<file path="src/rtl/etpf_pkg.sv">
// etpf_pkg: shared types, constants, crc and steering helpers for the telemetry framer
// depends on nothing; imported by every module under rtl
package etpf_pkg;

    // frame layout
    localparam int FRAME_BYTES = 50;
    localparam int CRC_SPAN    = 48;
    localparam int IDX_W       = $clog2(FRAME_BYTES);
    localparam int QUEUE_DEPTH = 2;

    localparam logic [15:0] CRC_INIT   = 16'hFFFF;
    localparam logic [15:0] CRC_POLY   = 16'h1021;
    localparam logic [15:0] STEER_ERR  = 16'hFFFF;
    localparam logic [15:0] PERIOD_RST = 16'd20;

    // header bytes, first byte in the low bits
    localparam logic [63:0] FRAME_HEADER = {8'h00, 8'(FRAME_BYTES), 8'h01, 8'h01,
                                            8'h31, 8'h43, 8'h4E, 8'h45};

    // configuration register indexes (paddr[2])
    localparam logic REG_SEND_ENABLE = 1'b0;
    localparam logic REG_PERIOD_MS   = 1'b1;
    localparam int   CFG_ADDR_W      = 3;

    // input beat
    typedef struct packed {
        logic        [31:0] now_ms;
        logic signed [31:0] drive_front_right;
        logic signed [31:0] drive_rear_right;
        logic signed [31:0] drive_rear_left;
        logic signed [31:0] drive_front_left;
        logic        [15:0] steer_front_right;
        logic        [15:0] steer_rear_right;
        logic        [15:0] steer_rear_left;
        logic        [15:0] steer_front_left;
    } t_tick;

    // result beat
    typedef struct packed {
        logic [7:0] frame_byte;
        logic       frame_last;
    } t_result;

    // one accepted frame, words already in wire form
    typedef struct packed {
        logic [31:0] steer_fl;
        logic [31:0] steer_rl;
        logic [31:0] steer_rr;
        logic [31:0] steer_fr;
        logic [31:0] drive_fl;
        logic [31:0] drive_rl;
        logic [31:0] drive_rr;
        logic [31:0] drive_fr;
        logic [31:0] now_ms;
        logic [31:0] seq;
    } t_desc;

    // crc-16 ccitt, one byte, msb first
    function automatic logic [15:0] crc16_byte(input logic [15:0] crc_in,
                                               input logic [7:0]  data);
        logic [15:0] c;
        c = crc_in ^ {data, 8'h00};
        for (int b = 0; b < 8; b++) begin
            if (c[15]) begin
                c = {c[14:0], 1'b0} ^ CRC_POLY;
            end else begin
                c = {c[14:0], 1'b0};
            end
        end
        return c;
    endfunction

    // steering reading to 32-bit word, error code becomes -1
    function automatic logic [31:0] steer_word(input logic [15:0] s);
        return (s == STEER_ERR) ? 32'hFFFF_FFFF : {16'h0000, s};
    endfunction

endpackage

</file>
<file path="src/rtl/encoder_telemetry_packet_framer.sv">
// encoder_telemetry_packet_framer: top level, config registers and front/queue/back wiring
// depends on etpf_pkg, etpf_front, etpf_queue, etpf_back
//
//  channel   handshake            payload          beat
//  ticks     push / full          i_tick (t_tick)  one tick per beat
//  frames    pop / empty          o_frame          one frame byte per beat
//  config    psel/penable/pwrite  pwdata / prdata  register at 4*index
//
// a tick is accepted whenever the descriptor queue has room
// a sent frame leaves as 50 bytes, one per cycle while the output is taken, set by the byte serializer
// the crc advances one byte per cycle alongside the serializer, and holds while the output stalls
// reset (synchronous, low) clears sequence, send time, queue and output, and restores the config registers
// output stalls back up into the queue; full rises only when it is full
module encoder_telemetry_packet_framer
    import etpf_pkg::*;
#(
    parameter int DEPTH = QUEUE_DEPTH
) (
    input  logic                  i_clk,
    input  logic                  i_rst_n,
    input  logic                  push,
    output logic                  full,
    input  t_tick                 i_tick,
    output logic                  empty,
    input  logic                  pop,
    output t_result               o_frame,
    input  logic                  psel,
    input  logic                  penable,
    input  logic                  pwrite,
    input  logic [CFG_ADDR_W-1:0] paddr,
    input  logic [31:0]           pwdata,
    output logic [31:0]           prdata,
    output logic                  pready
);

    logic        r_send_enable;
    logic [15:0] r_period_ms;
    logic        cfg_wr;
    logic        q_push, q_full, q_valid, q_pop;
    t_desc       q_in, q_out;

    // config port
    assign pready = 1'b1;
    assign cfg_wr = psel && penable && pwrite && pready;

    always_ff @(posedge i_clk) begin
        if (!i_rst_n) begin
            r_send_enable <= 1'b0;
            r_period_ms   <= PERIOD_RST;
        end else if (cfg_wr) begin
            if (paddr[2] == REG_SEND_ENABLE) begin
                r_send_enable <= pwdata[0];
            end else begin
                r_period_ms <= pwdata[15:0];
            end
        end
    end

    always_comb begin
        if (paddr[2] == REG_PERIOD_MS) begin
            prdata = {16'h0000, r_period_ms};
        end else begin
            prdata = {31'h0, r_send_enable};
        end
    end

    etpf_front u_front (
        .i_clk         (i_clk),
        .i_rst_n       (i_rst_n),
        .i_push        (push),
        .i_tick        (i_tick),
        .i_send_enable (r_send_enable),
        .i_period_ms   (r_period_ms),
        .i_q_full      (q_full),
        .o_full        (full),
        .o_q_push      (q_push),
        .o_q_desc      (q_in)
    );

    etpf_queue #(
        .DEPTH (DEPTH)
    ) u_queue (
        .i_clk   (i_clk),
        .i_rst_n (i_rst_n),
        .i_push  (q_push),
        .i_desc  (q_in),
        .o_full  (q_full),
        .o_valid (q_valid),
        .o_desc  (q_out),
        .i_pop   (q_pop)
    );

    etpf_back u_back (
        .i_clk     (i_clk),
        .i_rst_n   (i_rst_n),
        .i_q_valid (q_valid),
        .i_q_desc  (q_out),
        .o_q_pop   (q_pop),
        .o_frame   (o_frame),
        .o_empty   (empty),
        .i_pop     (pop)
    );

    // front never writes a full queue
    a_no_overflow: assert property (@(posedge i_clk) disable iff (!i_rst_n)
        q_push |-> !q_full)
        else $error("descriptor queue written while full");

    // back never retires a descriptor that is not there
    a_no_underflow: assert property (@(posedge i_clk) disable iff (!i_rst_n)
        q_pop |-> q_valid)
        else $error("descriptor queue popped while empty");

    // nothing is offered right after reset
    a_reset_empty: assert property (@(posedge i_clk)
        !i_rst_n |=> empty)
        else $error("result offered after reset");

endmodule

</file>
<file path="src/rtl/etpf_front.sv">
// etpf_front: accepts ticks, decides whether a frame is due, keeps sequence and send time
// depends on etpf_pkg
module etpf_front
    import etpf_pkg::*;
(
    input  logic        i_clk,
    input  logic        i_rst_n,
    input  logic        i_push,
    input  t_tick       i_tick,
    input  logic        i_send_enable,
    input  logic [15:0] i_period_ms,
    input  logic        i_q_full,
    output logic        o_full,
    output logic        o_q_push,
    output t_desc       o_q_desc
);

    logic [31:0] r_seq, n_seq;
    logic [31:0] r_last, n_last;
    logic [31:0] elapsed;
    logic        accept;
    logic        due;

    // period check on wrapping difference
    assign elapsed = i_tick.now_ms - r_last;
    assign due     = i_send_enable && (elapsed >= {16'h0000, i_period_ms});
    assign accept  = i_push && !i_q_full;
    assign o_full  = i_q_full;
    assign o_q_push = accept && due;

    // frame descriptor
    always_comb begin
        o_q_desc.seq      = r_seq;
        o_q_desc.now_ms   = i_tick.now_ms;
        o_q_desc.drive_fr = i_tick.drive_front_right;
        o_q_desc.drive_rr = i_tick.drive_rear_right;
        o_q_desc.drive_rl = i_tick.drive_rear_left;
        o_q_desc.drive_fl = i_tick.drive_front_left;
        o_q_desc.steer_fr = steer_word(i_tick.steer_front_right);
        o_q_desc.steer_rr = steer_word(i_tick.steer_rear_right);
        o_q_desc.steer_rl = steer_word(i_tick.steer_rear_left);
        o_q_desc.steer_fl = steer_word(i_tick.steer_front_left);
    end

    // sequence and last send time advance on each queued frame
    always_comb begin
        n_seq  = r_seq;
        n_last = r_last;
        if (o_q_push) begin
            n_seq  = r_seq + 32'd1;
            n_last = i_tick.now_ms;
        end
    end

    always_ff @(posedge i_clk) begin
        if (!i_rst_n) begin
            r_seq  <= '0;
            r_last <= '0;
        end else begin
            r_seq  <= n_seq;
            r_last <= n_last;
        end
    end

endmodule

</file>
<file path="src/rtl/etpf_queue.sv">
// etpf_queue: short queue of frame descriptors between front and back
// depends on etpf_pkg
module etpf_queue
    import etpf_pkg::*;
#(
    parameter int DEPTH = QUEUE_DEPTH
) (
    input  logic  i_clk,
    input  logic  i_rst_n,
    input  logic  i_push,
    input  t_desc i_desc,
    output logic  o_full,
    output logic  o_valid,
    output t_desc o_desc,
    input  logic  i_pop
);

    localparam int PTR_W = (DEPTH > 1) ? $clog2(DEPTH) : 1;
    localparam int CNT_W = $clog2(DEPTH + 1);
    localparam logic [PTR_W-1:0] PTR_LAST = PTR_W'(DEPTH - 1);
    localparam logic [CNT_W-1:0] CNT_FULL = CNT_W'(DEPTH);

    t_desc            r_mem [DEPTH];
    logic [PTR_W-1:0] r_wr, n_wr;
    logic [PTR_W-1:0] r_rd, n_rd;
    logic [CNT_W-1:0] r_cnt, n_cnt;

    assign o_full  = (r_cnt == CNT_FULL);
    assign o_valid = (r_cnt != '0);
    assign o_desc  = r_mem[r_rd];

    // pointer and count update
    always_comb begin
        n_wr  = r_wr;
        n_rd  = r_rd;
        n_cnt = r_cnt;
        if (i_push) begin
            n_wr = (r_wr == PTR_LAST) ? '0 : r_wr + PTR_W'(1);
        end
        if (i_pop) begin
            n_rd = (r_rd == PTR_LAST) ? '0 : r_rd + PTR_W'(1);
        end
        if (i_push && !i_pop) begin
            n_cnt = r_cnt + CNT_W'(1);
        end else if (!i_push && i_pop) begin
            n_cnt = r_cnt - CNT_W'(1);
        end
    end

    always_ff @(posedge i_clk) begin
        if (!i_rst_n) begin
            r_wr  <= '0;
            r_rd  <= '0;
            r_cnt <= '0;
        end else begin
            r_wr  <= n_wr;
            r_rd  <= n_rd;
            r_cnt <= n_cnt;
        end
    end

    // storage
    always_ff @(posedge i_clk) begin
        if (i_push) begin
            r_mem[r_wr] <= i_desc;
        end
    end

endmodule

</file>
<file path="src/rtl/etpf_back.sv">
// etpf_back: serializes one descriptor into frame bytes with a running crc
// depends on etpf_pkg
module etpf_back
    import etpf_pkg::*;
(
    input  logic    i_clk,
    input  logic    i_rst_n,
    input  logic    i_q_valid,
    input  t_desc   i_q_desc,
    output logic    o_q_pop,
    output t_result o_frame,
    output logic    o_empty,
    input  logic    i_pop
);

    localparam logic [IDX_W-1:0] IDX_CRC_LO = IDX_W'(CRC_SPAN);
    localparam logic [IDX_W-1:0] IDX_LAST   = IDX_W'(FRAME_BYTES - 1);

    logic [IDX_W-1:0]      r_idx, n_idx;
    logic [15:0]           r_crc, n_crc;
    logic                  r_out_valid, n_out_valid;
    t_result               r_out;
    logic [8*CRC_SPAN-1:0] body;
    logic [15:0]           crc_base;
    logic [7:0]            cur_byte;
    logic                  advance;

    // output register frees when empty or being taken
    assign advance = i_q_valid && (!r_out_valid || i_pop);
    assign o_q_pop = advance && (r_idx == IDX_LAST);
    assign o_empty = !r_out_valid;
    assign o_frame = r_out;

    // crc-covered part of the frame, first byte in the low bits
    assign body = {i_q_desc.steer_fl, i_q_desc.steer_rl, i_q_desc.steer_rr,
                   i_q_desc.steer_fr, i_q_desc.drive_fl, i_q_desc.drive_rl,
                   i_q_desc.drive_rr, i_q_desc.drive_fr, i_q_desc.now_ms,
                   i_q_desc.seq, FRAME_HEADER};

    // byte select: body, then crc low, then crc high
    always_comb begin
        if (r_idx < IDX_CRC_LO) begin
            cur_byte = body[{r_idx, 3'b000} +: 8];
        end else if (r_idx == IDX_CRC_LO) begin
            cur_byte = r_crc[7:0];
        end else begin
            cur_byte = r_crc[15:8];
        end
    end

    // crc restarts on the first byte of each frame
    assign crc_base = (r_idx == '0) ? CRC_INIT : r_crc;

    always_comb begin
        n_idx       = r_idx;
        n_crc       = r_crc;
        n_out_valid = r_out_valid;
        if (advance) begin
            n_out_valid = 1'b1;
            n_idx       = (r_idx == IDX_LAST) ? '0 : r_idx + IDX_W'(1);
            if (r_idx < IDX_CRC_LO) begin
                n_crc = crc16_byte(crc_base, cur_byte);
            end
        end else if (i_pop) begin
            n_out_valid = 1'b0;
        end
    end

    always_ff @(posedge i_clk) begin
        if (!i_rst_n) begin
            r_idx       <= '0;
            r_out_valid <= 1'b0;
        end else begin
            r_idx       <= n_idx;
            r_out_valid <= n_out_valid;
        end
    end

    // payload
    always_ff @(posedge i_clk) begin
        r_crc <= n_crc;
        if (advance) begin
            r_out.frame_byte <= cur_byte;
            r_out.frame_last <= (r_idx == IDX_LAST);
        end
    end

endmodule
</file>
<file path="config.mk">
export PLATFORM = sky130hd
export DESIGN_NAME = encoder_telemetry_packet_framer
export DESIGN_NICKNAME = d
export VERILOG_FILES = /design/src/rtl/etpf_pkg.sv /design/src/rtl/encoder_telemetry_packet_framer.sv /design/src/rtl/etpf_front.sv /design/src/rtl/etpf_queue.sv /design/src/rtl/etpf_back.sv
export SDC_FILE = /design/constraint.sdc
export NUM_CORES = 1
export LEC_CHECK = 0
export BUFFER_PORTS_ARGS = -buffer_cell sky130_fd_sc_hd__buf_2
export CORE_MARGIN = 2
export CORE_UTILIZATION = 40
export CTS_CLUSTER_DIAMETER = 100
export DETAILED_ROUTE_END_ITERATION = 10
export PLACE_DENSITY_LB_ADDON = 0.1
export SYNTH_ARGS = -nofsm -noshare
export SYNTH_HDL_FRONTEND = slang
export SYNTH_HIERARCHICAL = 1
export SYNTH_SLANG_ARGS = --single-unit
</file>
<file path="constraint.sdc">
create_clock -name i_clk -period 21.1 [get_ports i_clk]
set_input_delay 1.055 -clock i_clk [delete_from_list [all_inputs] [get_ports i_clk]]
set_output_delay 1.055 -clock i_clk [all_outputs]
set_load 0.005 [all_outputs]
</file>
Word-level counts from Yosys, hierarchy flattened
Memories as Yosys holds them, arrays and structs flattened. A register that Yosys moved wholly into a read port is not among the register bits.
Index checks and enable logic that the tools add are counted.
- add/sub/neg operators: 7
- multiply operators: 0
- div/mod/pow operators: 0
- magnitude comparators: 2
- equality and inequality tests: 7
- shifts and indexed selects: 1
- mux-type cells: 41
- bitwise logic cells: 10
- reduce and logical (&&, ||, !) cells: 21
- operator list (operator ; number):
    indexed part select 384 x 10 -> 8 bit ; 1
    two-way mux 16 bit ; 16
    two-way mux 32 bit ; 4
    two-way mux 13 bit ; 8
    == test 16 bit, second input constant ; 4
    adder 32 x 1 -> 32 bit, second input constant ; 1
    greater-or-equal comparator 32 x 16 -> 1 bit ; 1
    subtractor 32 bit ; 1
    NOT 3 bit ; 8
    two-way mux 8 bit ; 2
    bitwise XOR 16 bit ; 1
    == test 6 bit, second input constant ; 2
    logical AND 1 bit ; 9
    two-way mux 1 bit ; 8
    adder 6 x 1 -> 6 bit, second input constant ; 1
    logical NOT 6 bit ; 1
    < comparator 6 bit, second input constant ; 1
    two-way mux 6 bit ; 1
    AND reduction 2 bit ; 3
    nonzero test 2 bit ; 3
    logical NOT 1 bit ; 4
    two-way mux 2 bit ; 2
    adder 1 bit, second input constant ; 2
    adder 2 x 1 -> 2 bit, second input constant ; 1
    4 further kinds ; 4
- register bits: 117
- latch bits: 0
- bits in writable memories: 640
- memory bits (read-only): 0
- input bits: 266
- output and inout bits: 44
- memories: 1
- memory list (memory ; depth ; width ; read ports ; clocked after memory_dff ; wr ports ; RTL line ; source):
    u_queue.r_mem ; 2 ; 320 ; 1 ; 1 ; 1 ; etpf_queue.sv:23 ; t_desc r_mem [DEPTH];

Longest topological paths before layout
- word-level depth: 34
- gate-level depth with buffers: 24
- depth with buffers taken out: 23

Cells and area by module
Netlist, hierarchy kept.
- by module, submodules not included (module ; instances ; cells each ; area each (µm²) ; sequential area each (µm²)):
    etpf_queue ; 1 ; 1018 ; 24848.8 ; 19318.5
    etpf_front ; 1 ; 1015 ; 7487.2 ; 1281.2
    etpf_back ; 1 ; 434 ; 4782.1 ; 890.9
    encoder_telemetry_packet_framer ; 1 ; 110 ; 954.7 ; 340.3

Least setup slack after synthesis
No wires, ideal clock.
- path type: input to register
- from: input i_tick[192] (netlist bit)
- to: register u_queue.r_wr
- library setup time: 0.124 ns
- arrival time: 19.079 ns
- slack: 1.897 ns
- stages on the path: 20
- buffers on the path: 1
- path through: inv_1 -> ha_1 -> fa_1 -> nand2b_1 -> a21oi_1 -> nor2_1 -> nor3_1 -> nor2_1 -> xnor2_1 -> ha_1 -> nand4_1 -> a2111o_1 -> a21oi_1 -> a311oi_1 -> nand4b_1 -> nor4_4 -> nor2_2 -> buf_6 -> nor2b_1 -> o21a_1
- word-level cells in the longest chain between the ends: 4
- ends and longest elaborated chain (what ; RTL line ; source):
    from (decl) ; encoder_telemetry_packet_framer.sv:23 ; input t_tick i_tick,
    subtractor 32 bit ; etpf_front.sv:25 ; assign elapsed = i_tick.now_ms - r_last;
    greater-or-equal comparator 32 x 16 -> 1 bit ; etpf_front.sv:26 ; assign due = i_send_enable && (elapsed >= {16'h0000, i_period_ms});
    logical AND 1 bit ; etpf_front.sv:26 ;
    logical AND 1 bit ; etpf_front.sv:29 ; assign o_q_push = accept && due;
    net q_push ; encoder_telemetry_packet_framer.sv:39 ; logic q_push, q_full, q_valid, q_pop;
    to (signal assigned) ; etpf_queue.sv:56 ; r_wr <= n_wr;
    to (decl) ; etpf_queue.sv:24 ; logic [PTR_W-1:0] r_wr, n_wr;
The timed path passes the listed nets, and every way through them passes these cells.
A chain may end at the register's enable or synchronous reset.

Final worst setup path
- from: input i_tick[192] (netlist bit)
- to: memory u_queue/r_mem[0][155] (netlist bit), enable pin
- word-level cells in the longest chain between the ends: 6
- ends and longest elaborated chain (what ; RTL line ; source):
    subtractor 32 bit ; etpf_front.sv:25 ;
    greater-or-equal comparator 32 x 16 -> 1 bit ; etpf_front.sv:26 ;
    logical AND 1 bit ; etpf_front.sv:26 ;
    logical AND 1 bit ; etpf_front.sv:29 ;
    net q_push ; encoder_telemetry_packet_framer.sv:39 ;
    two-way mux 1 bit ; etpf_queue.sv:64 ; if (i_push) begin
    two-way mux 1 bit (not written as such) ; etpf_queue.sv:65 ; r_mem[r_wr] <= i_desc;
    to (decl) ; etpf_queue.sv:23 ;
The timed path passes the listed nets, and every way through them passes these cells.

==> metrics.csv <==
stage;metric;value;unit
final_layout;layout cells sized above 1;0.3160;
worst_setup_path;Critical Path Fanout Max;151;
logic_synthesis;number of distinct library cells after synthesis;91;
logic_synthesis;post-synthesis sequential area ratio;0.5734;
logic_synthesis;Mean Syn Cell Area;14.77;µm²
final_layout;commonest non-fill, non-tap cells in the layout;edfxtp_1, mux2_4, buf_2, nand2_1, mux2i_1;
worst_setup_path;CP peak stage delay;0.86;ns
worst_setup_path;CP required;21.35;ns
floorplanning;IO Pins;310;
floorplanning;Die Y;312.5;µm
detailed_routing;Via-to-Cell Ratio;5.106;
detailed_routing;vias after detailed routing;19960;
grt;GRT overflow;0;
sta;Final Cycle Share;0.3326;
worst_setup_path;Top Family by Delay on Critical Path;buffers and inverters;
logic_synthesis;largest family of logic cells by synthesized area;multiplexers;
power_and_ir_drop;worst vdd ir;54.17;µV
sta;Tmin final;7.018;ns
min_path;Worst Hold Class;reg -> reg;
clock_tree;CTS buffer count;86;
placement;DP Worst Slack;13.37;ns
worst_setup_path;Most common cell on crit path;buf_4;
placement;post-DP HPWL;58590;µm
floorplanning;die width;312.5;µm
worst_setup_path;Startpoint Class;input port;
sta;Final Slew Violations;0;
floorplanning;core area;94730;µm²
logic_synthesis;mux cell area share after synthesis;0.1944;
sta;Slew @ Worst Pin;1.070;ns
placement;gp weighted congestion;0.8200;
clock_tree;CTS Hold Bufs;0;
final_layout;commonest non-fill, non-tap cell in the layout;edfxtp_1;
sta;setup_tns;0;ns
clock_tree;root buffer cell;clkbuf_16;
final_layout;nets;2888;
worst_setup_path;crit path DAT;7.27;ns
sta;relative slew slack;0.2867;
clock_tree;worst skew pair latency;0.64;ns
grt;Global Route Usage Sum;0.1751;
worst_setup_path;worst path buffer plus inverter count;6;
clock_tree;post_cts resized;0;
grt;pin count of the biggest net entering global routing;152;
clock_tree;H-tree depth;3;
grt;vias in the first global route;20520;
floorplanning;num rows;113;
clock_tree;TritonCTS clock tree;yes;
job;max-cap violation count;0;
floorplanning;DIE AREA;97670;µm²
power_and_ir_drop;pwr dens;77.35;nW/µm²
grt;initial antenna violation count;10;
detailed_routing;detailed-route DRC error count;0;
sta;FMAX;142.5;MHz
sta;final worst slack;14.08;ns
logic_synthesis;share of flip-flops with an asynchronous set or reset;0;
detailed_routing;1st-iter DRT viols;1470;
detailed_routing;WL/cell;22.19;µm
logic_synthesis;Synth top area share;0.5245;
logic_synthesis;mapped cell area;38070;µm²
logic_synthesis;Cells after Synth;2577;
logic_synthesis;Yosys Warn Count;6;
sta;clock skew;0.01975;ns
final_layout;area delta synth->final;7.194;%
sta;RSZ-0062 raised after global routing;false;
power_and_ir_drop;Pleak;14.37;nW
logic_synthesis;top post-synthesis cells by area;edfxtp_1, mux2_4, dfxtp_1;
outcome;outcome;complete, no violations;
floorplanning;Initial Util;0.4019;
detailed_routing;Routed Antenna Nets;0;
detailed_routing;Pre-antenna DRT Iters;7;
clock_tree;clk slew on worst S/H paths;0.05;ns
clock_tree;clk sinks;758;
detailed_routing;WL final;86760;µm
logic_synthesis;xor-xnor portion of the synthesized cell area;0.01344;
worst_setup_path;Crit Path Class;in -> reg;
clock_tree;clk buf depth;3;
sta;setup violators final;0;
logic_synthesis;ys flop type;edfxtp_1;
sta;Final Hold Viols;0;
logic_synthesis;Compound-Gate Fraction of Synth Area;0.04870;
worst_setup_path;CP cell instances;buf_2 > inv_1 > ha_1 > fa_1 > nand2b_1 > a21oi_1 > nor2_1 > nor3_1 > nor2_1 > xnor2_1 > ha_1 > nand4_1 > a2111o_1 > a21oi_1 > a311oi_1 > nand4b_1 > nor4_4 > buf_4 > nor2_4 > buf_4 > nor2b_4 > buf_12 > buf_4;
logic_synthesis;Yosys top cell by area;edfxtp_1;
logic_synthesis;count of state elements after synthesis;758;
worst_setup_path;CP endpoint kind;register;
grt;first-pass GRT wire length;129500;µm
logic_synthesis;post-synthesis adder-cell area fraction;0.01827;
logic_synthesis;post-synthesis simple-gate area fraction;0.06014;
logic_synthesis;Post-synth EDFFs;665;
worst_setup_path;Critical-path top delay cell;buf_4;
placement;# port buffers;274;
clock_tree;postcts setup bufs;0;
flip-flops by register name (all words and copies together) (netlist names), named ones only:
| register | count |
|---|---|
| u_back/r_idx | 6 |
| r_period_ms | 16 |
| u_queue/r_rd | 1 |
| u_back/o_frame | 9 |
| u_queue/r_cnt | 2 |
| u_front/r_seq | 32 |
| u_front/r_last | 32 |
| r_send_enable | 1 |
| u_back/r_crc | 16 |
| u_queue/r_mem | 640 |
| u_queue/r_wr | 1 |
| u_back/r_out_valid | 1 |
power breakdown:
group	switching (mW)	internal [mW]	total (mW)
clock	0.591	0.804	1.39
combinational	0.0753	0.0540	0.129
sequential	0.00328	1.63	1.63
total	0.669	2.49	3.16
cell usage after synthesis, drive strengths merged, types with 17 or more instances:
cell type,number
buf,316
clkbuf,100
nand2b,26
edfxtp,665
ha,54
inv,70
nand2,175
mux2,333
dfxtp,93
nand3,25
o21ai,37
and2,25
mux2i,117
a21oi,69
a22oi,17
nor3,18
xnor2,30
nor2,62
nand4,32
nor2b,20
xor2,18
mux4,58
kinds of logic after synthesis:
kind of cell	after synthesis
AO/OA/AOI/OAI	263
XOR/XNOR	51
adder cells (fa/ha/maj)	55
buffers and inverters	487
flip-flops	758
multiplexers	508
other	2
AND/OR/NAND/NOR	453
area by class of cell:
type / instances / area [µm²]
diodes: 11 / 27.53
well taps: 1265 / 1583
inverters: 71 / 266.5
fillers: 8616 / 53920
clock inverters: 39 / 312.8
multi-input cells: 1347 / 12860
flip-flops and latches: 758 / 21850
clock buffers: 115 / 2302
repair buffers: 303 / 1617
worst paths after layout:
| kind | start | to | slack, ns | depth (start not counted) |
|---|---|---|---|---|
| worst max register to register | u_front/r_last[4] | u_queue/r_mem[0][155] | 14.36 | 21 |
| worst min-delay path | u_front/r_last[26] | u_front/r_last[26] | 0.46 | 2 |
| worst min register to register | u_front/r_last[26] | u_front/r_last[26] | 0.46 | 2 |
| worst max-delay path | i_tick[192] | u_queue/r_mem[0][155] | 14.08 | 23 |
tightest hold or removal path: stages, from the launching register on:
cell and delay (ns):
dfxtp_1 0.30, nand2_1 0.05, mux2i_1 0.05
metrics by stage:
step	utilization	power (mW)	instance area [µm²]	hold WS (ns)	instances
finish	0.4308	3.157	40810	0.4567	3909
global route	0.4307	3.276	40800	0.4707	3903
CTS	0.4305	3.205	40780	0.4599	3898
detailed placement	0.4029	1.795	38170	0.4495	3744
global placement	0.4029	1.792	38170	0.4429	3744
floorplan	-	1.768	38130	0.4329	2592
routing by layer:
layer  global-route usage  wire length [µm]  vias to the layer above
met2               0.2939             42770                      440
met4              0.05579              1924                        2
met1               0.2313             38310                    10020
li1                     -                 -                     9387
met5                    0                12                        -
met3              0.02993              3740                      108
Note: power is estimated with default switching activity, not from simulation.
